==> src/design/hrsd_pkg.sv <==
// Shared types and constants of the HTTP response status and date parser.
`timescale 1ns / 1ps
`default_nettype none

package hrsd_pkg;

    localparam int TAG_LEN   = 6;
    localparam int TAG_IDX_W = 3;

    // The tag that opens the date header, matched byte by byte.
    localparam logic [7:0] DATE_TAG [TAG_LEN] = '{8'h44, 8'h61, 8'h74, 8'h65, 8'h3A, 8'h20};

    localparam logic [7:0] CHAR_COLON = 8'h3A;
    localparam logic [7:0] CHAR_ZERO  = 8'h30;
    localparam logic [7:0] CHAR_NINE  = 8'h39;

    localparam int ZONE_W = 18;
    localparam logic signed [ZONE_W-1:0] ZONE_RESET = 18'sd32400;

    localparam int ADDR_W = 3;
    localparam int DATA_W = 32;
    localparam logic REG_ZONE = 1'b0;

    localparam int QUEUE_DEPTH = 4;
    localparam int QUEUE_PTR_W = 2;

    // One received byte after classification by the front end.
    typedef struct packed {
        logic               last;
        logic               is_digit;
        logic [3:0]         digit;
        logic               is_colon;
        logic [TAG_LEN-1:0] tag_eq;
    } item_t;

    // Raw result of one response, before the time is folded into seconds.
    typedef struct packed {
        logic       status_ok;
        logic [9:0] status_code;
        logic       time_ok;
        logic [6:0] hours;
        logic [6:0] minutes;
        logic [6:0] seconds;
    } record_t;

endpackage

`default_nettype wire

==> src/design/hrsd_front.sv <==
// Front end: accepts received bytes and classifies each one.
`timescale 1ns / 1ps
`default_nettype none

module hrsd_front (
    input  wire logic          [7:0] rx_byte,
    input  wire logic                last_byte,
    input  wire logic                push,
    input  wire logic                full,
    output hrsd_pkg::item_t          item,
    output logic                     item_write
);
    import hrsd_pkg::*;

    always_comb
    begin
        item.last     = last_byte;
        item.is_digit = (rx_byte >= CHAR_ZERO) && (rx_byte <= CHAR_NINE);
        item.digit    = rx_byte[3:0];
        item.is_colon = (rx_byte == CHAR_COLON);
        for (int k = 0; k < TAG_LEN; k++)
        begin
            item.tag_eq[k] = (rx_byte == DATE_TAG[k]);
        end
    end

    assign item_write = push && !full;

endmodule

`default_nettype wire

==> src/design/hrsd_queue.sv <==
// Short queue of classified items between the front end and the parser.
`timescale 1ns / 1ps
`default_nettype none

module hrsd_queue (
    input  wire logic            clk,
    input  wire logic            rst_n,
    input  wire logic            wr_en,
    input  hrsd_pkg::item_t      wr_item,
    output logic                 full,
    input  wire logic            rd_en,
    output hrsd_pkg::item_t      rd_item,
    output logic                 rd_valid
);
    import hrsd_pkg::*;

    item_t                  mem [QUEUE_DEPTH];
    logic [QUEUE_PTR_W-1:0] wr_ptr_reg;
    logic [QUEUE_PTR_W-1:0] wr_ptr_next;
    logic [QUEUE_PTR_W-1:0] rd_ptr_reg;
    logic [QUEUE_PTR_W-1:0] rd_ptr_next;
    logic [QUEUE_PTR_W:0]   count_reg;
    logic [QUEUE_PTR_W:0]   count_next;

    assign full     = (count_reg == (QUEUE_PTR_W+1)'(QUEUE_DEPTH));
    assign rd_valid = (count_reg != '0);
    assign rd_item  = mem[rd_ptr_reg];

    always_comb
    begin
        wr_ptr_next = wr_en ? wr_ptr_reg + 1'b1 : wr_ptr_reg;
        rd_ptr_next = rd_en ? rd_ptr_reg + 1'b1 : rd_ptr_reg;
        count_next  = count_reg;
        if (wr_en && !rd_en)
        begin
            count_next = count_reg + 1'b1;
        end
        else if (rd_en && !wr_en)
        begin
            count_next = count_reg - 1'b1;
        end
    end

    always_ff @(posedge clk)
    begin
        if (wr_en)
        begin
            mem[wr_ptr_reg] <= wr_item;
        end
    end

    always_ff @(posedge clk or negedge rst_n)
    begin
        if (!rst_n)
        begin
            wr_ptr_reg <= '0;
            rd_ptr_reg <= '0;
            count_reg  <= '0;
        end
        else
        begin
            wr_ptr_reg <= wr_ptr_next;
            rd_ptr_reg <= rd_ptr_next;
            count_reg  <= count_next;
        end
    end

endmodule

`default_nettype wire

==> src/design/hrsd_back.sv <==
// Parser: walks the classified bytes and builds one record per response.
`timescale 1ns / 1ps
`default_nettype none

module hrsd_back (
    input  wire logic            clk,
    input  wire logic            rst_n,
    input  hrsd_pkg::item_t      head,
    input  wire logic            head_valid,
    output logic                 consume,
    input  wire logic            rec_ready,
    output logic                 rec_valid,
    output hrsd_pkg::record_t    rec
);
    import hrsd_pkg::*;

    typedef enum logic [2:0] {
        PH_COLON,
        PH_MIN_HI,
        PH_MIN_LO,
        PH_SEP,
        PH_SEC_HI,
        PH_SEC_LO,
        PH_DONE
    } phase_t;

    localparam logic [3:0] POS_SAT = 4'd12;
    localparam logic [3:0] POS_ST0 = 4'd9;
    localparam logic [3:0] POS_ST2 = 4'd11;

    logic [3:0]           pos_reg,      pos_next;
    logic [9:0]           status_reg,   status_next;
    logic                 sbad_reg,     sbad_next;
    logic [TAG_IDX_W-1:0] tidx_reg,     tidx_next;
    logic                 seen_reg,     seen_next;
    logic                 hi_ok_reg,    hi_ok_next;
    logic [3:0]           hi_val_reg,   hi_val_next;
    logic                 lo_ok_reg,    lo_ok_next;
    logic [3:0]           lo_val_reg,   lo_val_next;
    phase_t               phase_reg,    phase_next;
    logic [6:0]           hours_reg,    hours_next;
    logic [6:0]           minutes_reg,  minutes_next;
    logic [6:0]           seconds_reg,  seconds_next;
    logic                 tbad_reg,     tbad_next;
    logic [13:0]          status_mac;
    logic [6:0]           hours_hi;

    function automatic logic [6:0] mac7(input logic [6:0] acc, input logic [3:0] d);
        logic [10:0] full_sum;
        full_sum = {4'b0, acc} * 11'd10 + {7'b0, d};
        return full_sum[6:0];
    endfunction

    // A last item only moves on when the result stage has room for its record.
    assign consume   = head_valid && (!head.last || rec_ready);
    assign rec_valid = consume && head.last;

    always_comb
    begin
        pos_next     = pos_reg;
        status_next  = status_reg;
        sbad_next    = sbad_reg;
        tidx_next    = tidx_reg;
        seen_next    = seen_reg;
        phase_next   = phase_reg;
        hours_next   = hours_reg;
        minutes_next = minutes_reg;
        seconds_next = seconds_reg;
        tbad_next    = tbad_reg;
        status_mac   = {4'b0, status_reg} * 14'd10 + {10'b0, head.digit};
        hours_hi     = hi_ok_reg ? {3'b0, hi_val_reg} : 7'd0;

        if ((pos_reg >= POS_ST0) && (pos_reg <= POS_ST2))
        begin
            if (head.is_digit)
            begin
                status_next = status_mac[9:0];
            end
            else
            begin
                sbad_next = 1'b1;
            end
        end

        if (seen_reg)
        begin
            unique case (phase_reg)
                PH_COLON:
                begin
                    if (head.is_colon)
                    begin
                        hours_next = lo_ok_reg ? mac7(hours_hi, lo_val_reg) : hours_hi;
                        tbad_next  = tbad_reg || !hi_ok_reg || !lo_ok_reg;
                        phase_next = PH_MIN_HI;
                    end
                end
                PH_MIN_HI, PH_MIN_LO:
                begin
                    if (head.is_digit)
                    begin
                        minutes_next = mac7(minutes_reg, head.digit);
                    end
                    else
                    begin
                        tbad_next = 1'b1;
                    end
                    phase_next = (phase_reg == PH_MIN_HI) ? PH_MIN_LO : PH_SEP;
                end
                PH_SEP:
                begin
                    phase_next = PH_SEC_HI;
                end
                PH_SEC_HI, PH_SEC_LO:
                begin
                    if (head.is_digit)
                    begin
                        seconds_next = mac7(seconds_reg, head.digit);
                    end
                    else
                    begin
                        tbad_next = 1'b1;
                    end
                    phase_next = (phase_reg == PH_SEC_HI) ? PH_SEC_LO : PH_DONE;
                end
                default:
                begin
                    phase_next = phase_reg;
                end
            endcase
        end
        else
        begin
            // The tag has no self-overlap, so a mismatch restarts at its first byte.
            if (head.tag_eq[tidx_reg])
            begin
                if (tidx_reg == TAG_IDX_W'(TAG_LEN - 1))
                begin
                    seen_next = 1'b1;
                    tidx_next = '0;
                end
                else
                begin
                    tidx_next = tidx_reg + 1'b1;
                end
            end
            else
            begin
                tidx_next = head.tag_eq[0] ? TAG_IDX_W'(1) : '0;
            end
        end

        hi_ok_next  = lo_ok_reg;
        hi_val_next = lo_val_reg;
        lo_ok_next  = head.is_digit;
        lo_val_next = head.digit;
        if (pos_reg < POS_SAT)
        begin
            pos_next = pos_reg + 1'b1;
        end

        rec.status_ok   = (pos_next >= POS_SAT) && !sbad_next;
        rec.status_code = rec.status_ok ? status_next : 10'd0;
        rec.time_ok     = seen_next && (phase_next == PH_DONE) && !tbad_next;
        rec.hours       = hours_next;
        rec.minutes     = minutes_next;
        rec.seconds     = seconds_next;
    end

    always_ff @(posedge clk or negedge rst_n)
    begin
        if (!rst_n)
        begin
            pos_reg     <= '0;
            status_reg  <= '0;
            sbad_reg    <= 1'b0;
            tidx_reg    <= '0;
            seen_reg    <= 1'b0;
            hi_ok_reg   <= 1'b0;
            hi_val_reg  <= '0;
            lo_ok_reg   <= 1'b0;
            lo_val_reg  <= '0;
            phase_reg   <= PH_COLON;
            hours_reg   <= '0;
            minutes_reg <= '0;
            seconds_reg <= '0;
            tbad_reg    <= 1'b0;
        end
        else if (consume && head.last)
        begin
            // The response is finished: start the next one from a clean state.
            pos_reg     <= '0;
            status_reg  <= '0;
            sbad_reg    <= 1'b0;
            tidx_reg    <= '0;
            seen_reg    <= 1'b0;
            hi_ok_reg   <= 1'b0;
            hi_val_reg  <= '0;
            lo_ok_reg   <= 1'b0;
            lo_val_reg  <= '0;
            phase_reg   <= PH_COLON;
            hours_reg   <= '0;
            minutes_reg <= '0;
            seconds_reg <= '0;
            tbad_reg    <= 1'b0;
        end
        else if (consume)
        begin
            pos_reg     <= pos_next;
            status_reg  <= status_next;
            sbad_reg    <= sbad_next;
            tidx_reg    <= tidx_next;
            seen_reg    <= seen_next;
            hi_ok_reg   <= hi_ok_next;
            hi_val_reg  <= hi_val_next;
            lo_ok_reg   <= lo_ok_next;
            lo_val_reg  <= lo_val_next;
            phase_reg   <= phase_next;
            hours_reg   <= hours_next;
            minutes_reg <= minutes_next;
            seconds_reg <= seconds_next;
            tbad_reg    <= tbad_next;
        end
    end

endmodule

`default_nettype wire

==> src/design/hrsd_result.sv <==
// Result stage: folds the time into seconds and holds results until popped.
`timescale 1ns / 1ps
`default_nettype none

module hrsd_result (
    input  wire logic                                clk,
    input  wire logic                                rst_n,
    input  wire logic                                rec_valid,
    input  hrsd_pkg::record_t                        rec,
    output logic                                     rec_ready,
    input  wire logic signed [hrsd_pkg::ZONE_W-1:0]  zone_offset,
    input  wire logic                                pop,
    output logic                                     empty,
    output logic                                     status_ok,
    output logic                            [9:0]    status_code,
    output logic                                     time_ok,
    output logic signed                     [19:0]   local_seconds
);
    import hrsd_pkg::*;

    logic       a_valid_reg;
    record_t    a_rec_reg;
    logic       b_valid_reg;
    logic       b_status_ok_reg;
    logic [9:0] b_status_code_reg;
    logic       b_time_ok_reg;
    logic [19:0] b_seconds_reg;
    logic       b_ready;
    logic       a_move;
    logic [19:0] total;

    assign b_ready   = !b_valid_reg || pop;
    assign a_move    = a_valid_reg && b_ready;
    assign rec_ready = !a_valid_reg || b_ready;

    always_comb
    begin
        total = {13'b0, a_rec_reg.hours} * 20'd3600
              + {13'b0, a_rec_reg.minutes} * 20'd60
              + {13'b0, a_rec_reg.seconds}
              + {{(20 - ZONE_W){zone_offset[ZONE_W-1]}}, zone_offset};
    end

    always_ff @(posedge clk)
    begin
        if (rec_valid && rec_ready)
        begin
            a_rec_reg <= rec;
        end
        if (a_move)
        begin
            b_status_ok_reg   <= a_rec_reg.status_ok;
            b_status_code_reg <= a_rec_reg.status_code;
            b_time_ok_reg     <= a_rec_reg.time_ok;
            b_seconds_reg     <= a_rec_reg.time_ok ? total : 20'd0;
        end
    end

    always_ff @(posedge clk or negedge rst_n)
    begin
        if (!rst_n)
        begin
            a_valid_reg <= 1'b0;
            b_valid_reg <= 1'b0;
        end
        else
        begin
            if (rec_ready)
            begin
                a_valid_reg <= rec_valid;
            end
            if (b_ready)
            begin
                b_valid_reg <= a_valid_reg;
            end
        end
    end

    assign empty         = !b_valid_reg;
    assign status_ok     = b_status_ok_reg;
    assign status_code   = b_status_code_reg;
    assign time_ok       = b_time_ok_reg;
    assign local_seconds = b_seconds_reg;

endmodule

`default_nettype wire

==> src/design/http_response_status_date_parser.sv <==
// Top level of the HTTP response status and date parser.
// Bytes of one response enter one item per clock while full is low; the last byte carries
// last_byte. Each byte is classified on entry and written to a four-entry queue, and the
// parser takes one byte from it per cycle while it holds one, so the sustained rate is one
// byte per cycle, set by the parser's per-byte state update. Only the last byte of a
// response waits for room in the result stage. The result of a response is registered
// first in a stage that converts the time to seconds and adds the zone offset, and then
// in an output register that holds it until popped. The zone offset register sits at
// address 0 and should be written while no response is in flight.
`timescale 1ns / 1ps
`default_nettype none

module http_response_status_date_parser (
    input  wire logic                            clk,
    input  wire logic                            rst_n,
    input  wire logic                            psel,
    input  wire logic                            penable,
    input  wire logic                            pwrite,
    input  wire logic [hrsd_pkg::ADDR_W-1:0]     paddr,
    input  wire logic [hrsd_pkg::DATA_W-1:0]     pwdata,
    output logic      [hrsd_pkg::DATA_W-1:0]     prdata,
    output logic                                 pready,
    input  wire logic [7:0]                      rx_byte,
    input  wire logic                            last_byte,
    input  wire logic                            push,
    output logic                                 full,
    output logic                                 empty,
    input  wire logic                            pop,
    output logic                                 status_ok,
    output logic      [9:0]                      status_code,
    output logic                                 time_ok,
    output logic signed [19:0]                   local_seconds
);
    import hrsd_pkg::*;

    logic signed [ZONE_W-1:0] zone_reg;
    logic                     zone_write;
    item_t                    front_item;
    logic                     front_write;
    item_t                    head;
    logic                     head_valid;
    logic                     consume;
    logic                     rec_valid;
    logic                     rec_ready;
    record_t                  rec;

    assign pready     = 1'b1;
    assign zone_write = psel && penable && pwrite && pready && (paddr[2] == REG_ZONE);
    assign prdata     = (paddr[2] == REG_ZONE) ?
                        {{(DATA_W - ZONE_W){zone_reg[ZONE_W-1]}}, zone_reg} : '0;

    always_ff @(posedge clk or negedge rst_n)
    begin
        if (!rst_n)
        begin
            zone_reg <= ZONE_RESET;
        end
        else if (zone_write)
        begin
            zone_reg <= pwdata[ZONE_W-1:0];
        end
    end

    hrsd_front u_front (
        .rx_byte    (rx_byte),
        .last_byte  (last_byte),
        .push       (push),
        .full       (full),
        .item       (front_item),
        .item_write (front_write)
    );

    hrsd_queue u_queue (
        .clk      (clk),
        .rst_n    (rst_n),
        .wr_en    (front_write),
        .wr_item  (front_item),
        .full     (full),
        .rd_en    (consume),
        .rd_item  (head),
        .rd_valid (head_valid)
    );

    hrsd_back u_back (
        .clk        (clk),
        .rst_n      (rst_n),
        .head       (head),
        .head_valid (head_valid),
        .consume    (consume),
        .rec_ready  (rec_ready),
        .rec_valid  (rec_valid),
        .rec        (rec)
    );

    hrsd_result u_result (
        .clk           (clk),
        .rst_n         (rst_n),
        .rec_valid     (rec_valid),
        .rec           (rec),
        .rec_ready     (rec_ready),
        .zone_offset   (zone_reg),
        .pop           (pop),
        .empty         (empty),
        .status_ok     (status_ok),
        .status_code   (status_code),
        .time_ok       (time_ok),
        .local_seconds (local_seconds)
    );

endmodule

`default_nettype wire

==> config.mk <==
export PLATFORM = sky130hd
export DESIGN_NAME = http_response_status_date_parser
export DESIGN_NICKNAME = d
export VERILOG_FILES = /design/src/design/hrsd_pkg.sv /design/src/design/hrsd_front.sv /design/src/design/hrsd_queue.sv /design/src/design/hrsd_back.sv /design/src/design/hrsd_result.sv /design/src/design/http_response_status_date_parser.sv
export SDC_FILE = /design/constraint.sdc
export NUM_CORES = 1
export LEC_CHECK = 0
export BUFFER_PORTS_ARGS = -buffer_cell sky130_fd_sc_hd__buf_4
export CAP_MARGIN = 20
export CORE_MARGIN = 8
export CORE_UTILIZATION = 61
export DETAILED_ROUTE_END_ITERATION = 10
export PLACE_DENSITY = 0.81
export SLEW_MARGIN = 25
export SYNTH_ARGS = -nofsm -noshare
export SYNTH_HDL_FRONTEND = slang
export SYNTH_HIERARCHICAL = 1
export SYNTH_SLANG_ARGS = --single-unit
==> constraint.sdc <==
create_clock -name clk -period 6.61 [get_ports clk]
set_input_delay 1.983 -clock clk [delete_from_list [all_inputs] [get_ports clk]]
set_output_delay 1.983 -clock clk [all_outputs]
set_load 0.03 [all_outputs]
==> impl_results.md <==
* Status: finished clean
* Post-layout nets at 1362
* Largest stage delay, worst path at 610 ps
* Post-DRT Antenna Nets at 0
* Crit start category: register
* EDFF count, synth at 117
* Clk sinks at 198
* Gp weighted congestion at 0.906
* Yosys cell types at 81
* Max FFs per register at 52
* WL final at 25100 um
* Initial core utilization at 0.623
* Die height at 160 um
* Crit end category: register
* Data arrival, critical path at 5850 ps
* CTS tree: yes
* Initial antenna violation count at 0
* Count leader, synth: ha_1
* Worst skew pair latency at 450 ps
* Ant diodes at 0
* # setup viols final at 0
* Hold-fix buffers, CTS at 0
* Fin Setup TNS at 0 ps
* Clk buf depth at 2
* GR Util All Layers at 0.202
* Min-Delay Path Class: register to register
* Synthesized area per cell at 11.8 um2
* Avg WL per Cell at 17.6 um
* Post-CTS sizing at 0
* Final Hold Viols at 0
* DRC Markers at 0
* Setup bufs post-CTS at 0
* Clock root buffer: clkbuf_16
* Synth top area cells: edfxtp_1, dfrtp_1, ha_1, fa_1, xnor2_1
* FP Rows at 52
* Slowest CP cell: fa_1
* Mapped Area at 12600 um2
* Core Region at 20300 um2
* Achievable Freq at 180 MHz
* Rel. slew slack at 0.307
* Post-Route Skew at 13.4 ps
* Min cycle time layout at 5560 ps
* Number of max-cap violations at 0
* Critical path class: register to register
* Global-route wire length before repair at 42600 um
* Cts bufs inserted at 17
* TritonRoute pass-1 iters at 5
* Synth top cells by count: ha_1, edfxtp_1, nand2_1, inv_1, dfrtp_1
* Largest net degree at the start of global routing at 61
* Number of H-tree levels at 4
* I/O pin total at 118
* Final period util at 0.841
* DIE AREA at 25600 um2
* Synthesis-to-finish area growth at 11.5%
* Worst-path fanout max at 7
* Grt total ovfl at 0
* CP required at 6900 ps
* Dpl hpwl at 18000 um
* Slew Limit Fails at 0
* Port buffer count at 100
* Clock Pin Slew Worst Setup and Hold Paths at 80 ps
* Syn Nets at 1292
* Seq cells post-synth at 198
* Register area share after synthesis at 0.439
* DR vias/cell at 5.86
* Initial DRC count at 574
* Vias in the first global route at 8679
* Ys async rst share at 0.409
* Cells after Synth at 1075
* Top cell type by total area after synthesis: edfxtp_1
* Top cell type's share of synthesized area at 0.278
* Ys Warns at 6
* Worst slew pin tran at 1040 ps
* Top FF cell, synth: edfxtp_1
* RSZ-0062 raised after global routing: no
* Critical-path cell list: fa_1 -> fa_1 -> ha_1 -> a21o_1 -> a211oi_1 -> nor2_1 -> o41ai_1 -> xor2_1 -> fa_1 -> inv_1 -> ha_1 -> ha_1 -> a21oi_1 -> o21bai_1 -> a32o_1 -> a311oi_2 -> mux2i_1
* Die Wd at 160 um
* Layout cells sized above 1 at 0.179
* DR vias at 8375
==> through the flow <==
step           setup slack (ps)  instance area, um2  instances  hold slack [ps]  utilization
6_report                   1050               14100       1428              423        0.695
2_1_floorplan              1630               12600       1075              400            -
3_3_place_gp               1290               13400       1396              401        0.662
4_1_cts                    1080               14100       1428              425        0.694
3_5_place_dp               1130               13400       1396              405        0.662
5_1_grt                     719               14100       1428              429        0.695
==> layer usage <==
metal	track usage	part of all wire
met2	0.352	0.51
met5	0	0
met1	0.241	0.41
met3	0.0393	0.053
met4	0.0811	0.025
==> cells by family (layout without fill, tap and decap cells) <==
kind of cell	after synthesis	count (layout)	synth area share
xor+xnor	65	65	0.0472
compound gates	196	196	0.108
fa+ha+maj	167	167	0.188
flops	198	198	0.439
simple gates	259	259	0.106
buf+inv	141	224	0.0522
mux	48	48	0.0591
other cells	1	1	0.000297
==> layout make-up <==
cell class	instances	area (um2)
Clock buffer	17	425
Clock inverter	15	224
Fill cell	1412	6200
Inverter	87	327
Multi-Input combinational cell	736	6450
Sequential cell	198	5550
Tap cell	270	338
Timing Repair Buffer	105	788
==> critical path, delay by kind of cell, from the launching register on <==
kind	cells	cell delay (ps)
AO/OA/AOI/OAI	7	1800
XOR/XNOR	1	160
adder cells (fa/ha/maj)	6	2580
buffers and inverters	1	40
flip-flops	1	480
multiplexers	1	230
AND/OR/NAND/NOR	1	100
==> final timing paths <==
kind,slack [ps],start,cells after the start,end
worst max-delay path,1050,u_result/a_rec_reg[7]$_DFFE_PP_,17,u_result/local_seconds[18]$_SDFFCE_PN0P_
worst max register to register,1050,u_result/a_rec_reg[7]$_DFFE_PP_,17,u_result/local_seconds[18]$_SDFFCE_PN0P_
min in group asynchronous,1420,rst_n,1,u_back/seconds_reg[2]$_DFFE_PN0P_
max in group asynchronous,4070,rst_n,2,u_back/hours_reg[5]$_DFFE_PN0P_
worst min register to register,420,u_result/a_rec_reg[31]$_DFFE_PP_,0,u_result/status_code[9]$_DFFE_PP_
worst min-delay path,420,u_result/a_rec_reg[31]$_DFFE_PP_,0,u_result/status_code[9]$_DFFE_PP_
==> placed cells by master (no fill, tap or decap), types with 39 or more instances in the layout <==
master,Yosys,layout
buf_4,23,105
a21oi_1,47,47
ha_1,127,127
edfxtp_1,117,117
xnor2_1,44,44
nor2_1,48,47
nand2_1,91,91
fa_1,39,39
dfrtp_1,73,73
inv_1,85,85
Power is not shown: default switching activity piles up to over one toggle a cycle in this logic, so the estimate is an artifact.
